<file path="config.mk">
export PLATFORM = sky130hd
export DESIGN_NAME = cmvp_ram
export DESIGN_NICKNAME = d
export VERILOG_FILES = /design/src/design/column_matrix_vector_product_defines.svh /design/src/design/cmvp_ram.sv
export SDC_FILE = /design/constraint.sdc
export NUM_CORES = 2
export LEC_CHECK = 0
export BUFFER_PORTS_ARGS = -buffer_cell sky130_fd_sc_hd__buf_2
export CAP_MARGIN = 20
export CELL_PAD_IN_SITES_DETAIL_PLACEMENT = 1
export CELL_PAD_IN_SITES_GLOBAL_PLACEMENT = 2
export CORE_ASPECT_RATIO = 0.75
export CORE_UTILIZATION = 55
export CTS_BUF_LIST = sky130_fd_sc_hd__clkbuf_8
export DETAILED_ROUTE_END_ITERATION = 8
export PLACE_DENSITY = 0.85
export SLEW_MARGIN = 20
export SYNTH_ARGS = -nofsm -noshare
export SYNTH_HDL_FRONTEND = slang
export SYNTH_SLANG_ARGS = --single-unit
</file>
<file path="constraint.sdc">
create_clock -name clk -period 9.3 [get_ports clk]
set_input_delay 0.465 -clock clk [delete_from_list [all_inputs] [get_ports clk]]
set_output_delay 0.465 -clock clk [all_outputs]
set_load 0.02 [all_outputs]
</file>
<file path="src/design/column_matrix_vector_product_defines.svh">
// Assertion macros for the column product design file.
// The clock is clk and the active-low reset is rst_n in every file that uses them.
`ifndef COLUMN_MATRIX_VECTOR_PRODUCT_DEFINES_SVH
`define COLUMN_MATRIX_VECTOR_PRODUCT_DEFINES_SVH

`ifndef ASSERT_OFF

// Same-cycle implication.
`define CMVP_ASSERT_IMP(lbl, ante, cons) \
    lbl: assert property (@(posedge clk) disable iff (!rst_n) (ante) |-> (cons)) \
        else $error("cmvp assertion failed");

// Next-cycle implication.
`define CMVP_ASSERT_NEXT(lbl, ante, cons) \
    lbl: assert property (@(posedge clk) disable iff (!rst_n) (ante) |=> (cons)) \
        else $error("cmvp assertion failed");

`else

`define CMVP_ASSERT_IMP(lbl, ante, cons)
`define CMVP_ASSERT_NEXT(lbl, ante, cons)

`endif

`endif

</file>
<file path="src/design/cmvp_ram.sv">
module cmvp_ram
#(
    parameter int WIDTH = 32,
    parameter int DEPTH = 64,
    localparam int AW = $clog2(DEPTH)
)
(
    input  logic             clk,
    input  logic             we,
    input  logic [AW-1:0]    waddr,
    input  logic [WIDTH-1:0] wdata,
    input  logic             re,
    input  logic [AW-1:0]    raddr,
    output logic [WIDTH-1:0] rdata
);

    logic [WIDTH-1:0] mem [DEPTH];

    // One write port and one registered read port.
    always_ff @(posedge clk)
    begin
        if (we)
        begin
            mem[waddr] <= wdata;
        end
        if (re)
        begin
            rdata <= mem[raddr];
        end
    end

endmodule

</file>
; Word level (Yosys, flattened, before mapping)
; Memories as Yosys holds them, arrays and structs flattened. A register that Yosys moved wholly into a read port is not among the register bits.
; Cells that the tools add are included.
[word_totals]
regBits = 0
ram_bits = 2048
in_bits = 47
out_inout_bits = 32
wordCells = 3
memories = 1
[op_classes]
n_mux = 2
[mem_list]
columns = memory, words, width, read_ports, rd_ports_with_merged_regs, write_ports, line_no
row1 = mem, 64, 32, 1, 1, 1, cmvp_ram.sv:17  ; logic [WIDTH-1:0] mem [DEPTH];
[ops]
columns = cell, count
row1 = $mux 1, 2

; Logic depth before layout (Yosys ltp)
[logic_depth]
ltp_word = 2
mapped_depth = 10

; Worst setup path before layout
; OpenSTA, ideal clock, no wires.
[synth_timing]
path_type = input -> register
start = in waddr[3]
end = mem mem[48][0] (enable)
arrival_time_ns = 3.164
path_slack_ns = 5.675
path_stages = 4
path_cell_list = clkbuf_1 > nor2b_1 > nand4b_1 > nor3_1
[synth_rtl]
columns = element, line_no
row1 = "start, declared", cmvp_ram.sv:10  ; input logic [AW-1:0] waddr,
row2 = "end, declared", cmvp_ram.sv:17
; Straight into the memory's write port.

==> impl_metrics.tcl <==
set metrics [dict create \
    outcome "finished, final reports clean" \
    dieArea_um2 145000 \
    synthFlopType "edfxtp_1" \
    die_h_um 330 \
    setup_violations 0 \
    clock_latency_ps 1040 \
    ant_nets 0 \
    switching_power_mw 4.21 \
    nets 3702 \
    cts_max_level 5 \
    die_width_um 439 \
    relSlewSlack_pct 28.8 \
    coreArea_um2 141000 \
    skew_ps 58.6 \
    hold_viol 0 \
    place.gp.congestion 0.815 \
    ios 79 \
    cp.arrival_ps 4590 \
    worst-slew-pin-transition_ps 1070 \
    antenna_found_initial 21 \
    start_util_pct 55.8 \
    syn_inst 3324 \
    synth.distinct_cells 33 \
    cts_buffers 320 \
    synth_edf_count 2080 \
    synth-seq-area-share_pct 79.2 \
    fmaxAchievable_ghz 0.267 \
    irDropWorstVdd_mv 0.159 \
    hold_buffers 1 \
    synth_simple_gate_area_share_pct 1.26 \
    synth_top_family_by_area "multiplexers" \
    vias 39200 \
    grt_pass1_wl_um 310000 \
    muxShareOfSynthArea_pct 16.7 \
    detail_route.vias_per_cell 6.80 \
    period_share_pct 40.2 \
    first_iter_violations 6011 \
    p_int_mw 14.1 \
    nFillCells 11300 \
    synth_xor_area_share_pct 0 \
    postCtsSetupRepairBufs 0 \
    drt-total-wl_um 223000 \
    drive_above_1_share_pct 30.4 \
    period_minus_slack_ps 3740 \
    rows 119 \
    crit_type "in -> reg" \
    power_mw 18.3 \
    cts_resized 0 \
    startpoint_type "input port" \
    drt-wirelength-per-cell_um 38.8 \
    clk_path_buf_depth 4 \
    rsz0062_at_grt "no" \
    crit_fanout 73 \
    clkTransAtPathRegs_ps 70 \
    grt_max_degree 108 \
    ys_warn_count 0 \
    grtUsageTotal_pct 31.4 \
    dr.pass1.iters 5 \
    layout_commonest_cell "edfxtp_1" \
    cts_root_buf "clkbuf_8" \
    clkSinkCount 2080 \
    power_leakage_nw 27.5 \
    cts_tree "done" \
    dpl.hpwl_um 120000 \
    max_cap_viol_count 0 \
    power_frac_seq_pct 57.1 \
    syn_area_per_cell_um2 23.7 \
    netlist_area_um2 78800 \
    synth_compound_area_share_pct 1.67 \
    grt_pass1_vias 41100 \
    numPortBuffers 78 \
    finalSetupTns_ps 0 \
    synthArstFlopShare_pct 0 \
    yosys_register_bits 2080 \
    switching_share_pct 23.0 \
    hold_path.class "in -> reg" \
    mostFrequentLayoutCells "2080 x edfxtp_1, 544 x mux4_2, 326 x clkbuf_8, 120 x buf_4, 93 x mux2i_1" \
    syn_nets 3371 \
    yosys.area_share.adder_pct 0 \
    combPwrFrac_pct 5.5 \
    drc 0 \
    critPathRequiredTime_ps 10150 \
    powerDensity_nw_per_um2 209 \
    grt_overflow 0 \
    area_delta_synth_final_pct 11.2 \
    pwr-share-clk_pct 37.4 \
    final_max_slew_viol_count 0 \
    crit_path_end_kind "register" \
]
[kinds of logic after synthesis]
kind of cell    after synthesis
compound gates              202
mux                         637
flops                      2080
simple gates                223
buf+inv                     182
[metal layers]
metal	global-route usage, %	part of all wire, %	up-vias	routed length (um)
li1	-	-	15000	-
met1	44.1	36	20800	81100
met2	47.6	47	2934	104000
met3	9.18	14	478	30300
met4	11.5	3.6	8	8000
met5	0	0.021	-	47
[power by group through the flow]
stage                     registers (mW)  clock network [mW]  logic, mW
after floorplan                     10.6                   0      0.505
after global placement              10.6                   0      0.945
after detailed placement            10.6                   0      0.991
after CTS                           10.5                6.92      0.997
after global routing                10.4                7.24       1.05
final                               10.5                6.84       1.01
[per-stage QoR]
stage	hold slack (ps)	utilization (%)	cell area, um2	setup slack (ps)	std cells
after global routing	8.22	62.0	87700	5490	5753
after global placement	859	58.1	82100	4570	5204
after floorplan	564	-	78800	5680	3324
after CTS	31.4	62.0	87600	5660	5745
after detailed placement	892	58.1	82100	4540	5204
final	31.2	62.1	87700	5560	5756
[synth_stat cells (4+ instances only)]
| master | instances | area (um2) |
|---|---|---|
| edfxtp_1 | 2080 | 62500 |
| nor2b_1 | 15 | 93.8 |
| a311oi_1 | 8 | 70.1 |
| o32ai_1 | 4 | 35.0 |
| nand3_1 | 5 | 25.0 |
| buf_2 | 57 | 285 |
| buf_4 | 25 | 188 |
| and3_1 | 4 | 25.0 |
| nand2b_1 | 8 | 50.1 |
| clkbuf_1 | 74 | 278 |
| a21oi_1 | 62 | 310 |
| nor2_1 | 137 | 514 |
| a41o_1 | 4 | 40.0 |
| o22ai_1 | 84 | 526 |
| a22oi_1 | 12 | 90.1 |
| mux2i_1 | 93 | 931 |
| mux4_2 | 544 | 12300 |
| nand3b_1 | 5 | 37.5 |
| buf_6 | 5 | 56.3 |
| nor3_1 | 7 | 35.0 |
| nand2_1 | 26 | 97.6 |
| o221ai_1 | 27 | 236 |
| buf_1 | 21 | 78.8 |
[final cells by class]
cell class | instances | area (um2) | area share [%]
antenna | 8 | 20.0 | 0.0228
clock buffer | 326 | 4490 | 5.12
clock inverter | 214 | 981 | 1.12
multi-input combinational | 1062 | 16000 | 18.2
sequential | 2080 | 62500 | 71.2
tap | 1875 | 2350 | 2.68
timing repair buffer | 191 | 1400 | 1.59
[critical path, stage by stage]
cell,delay [ps]
buf_8,370
buf_4,740
buf_4,920
or3_1,520
o221ai_1,210
a21oi_1,690
a21oi_1,320
nor2_1,200
[final timing paths]
path                              from               endpoint  slack (ps)  cells after the start
setup / recovery              raddr[1]    rdata[28]$_DFFE_PP_        5560                      8
hold / removal               wdata[14]  mem[12][14]$_DFFE_PP_          30                      1
setup reg to reg  mem[15][2]$_DFFE_PP_     rdata[2]$_DFFE_PP_        6810                      4
hold reg to reg   mem[12][4]$_DFFE_PP_     rdata[4]$_DFFE_PP_         950                      4
[flip-flops by register name, summed over array words and instances, names as in the netlist]
signal,count
mem,2048
rdata,32
Power figures use the tool's default switching activity.
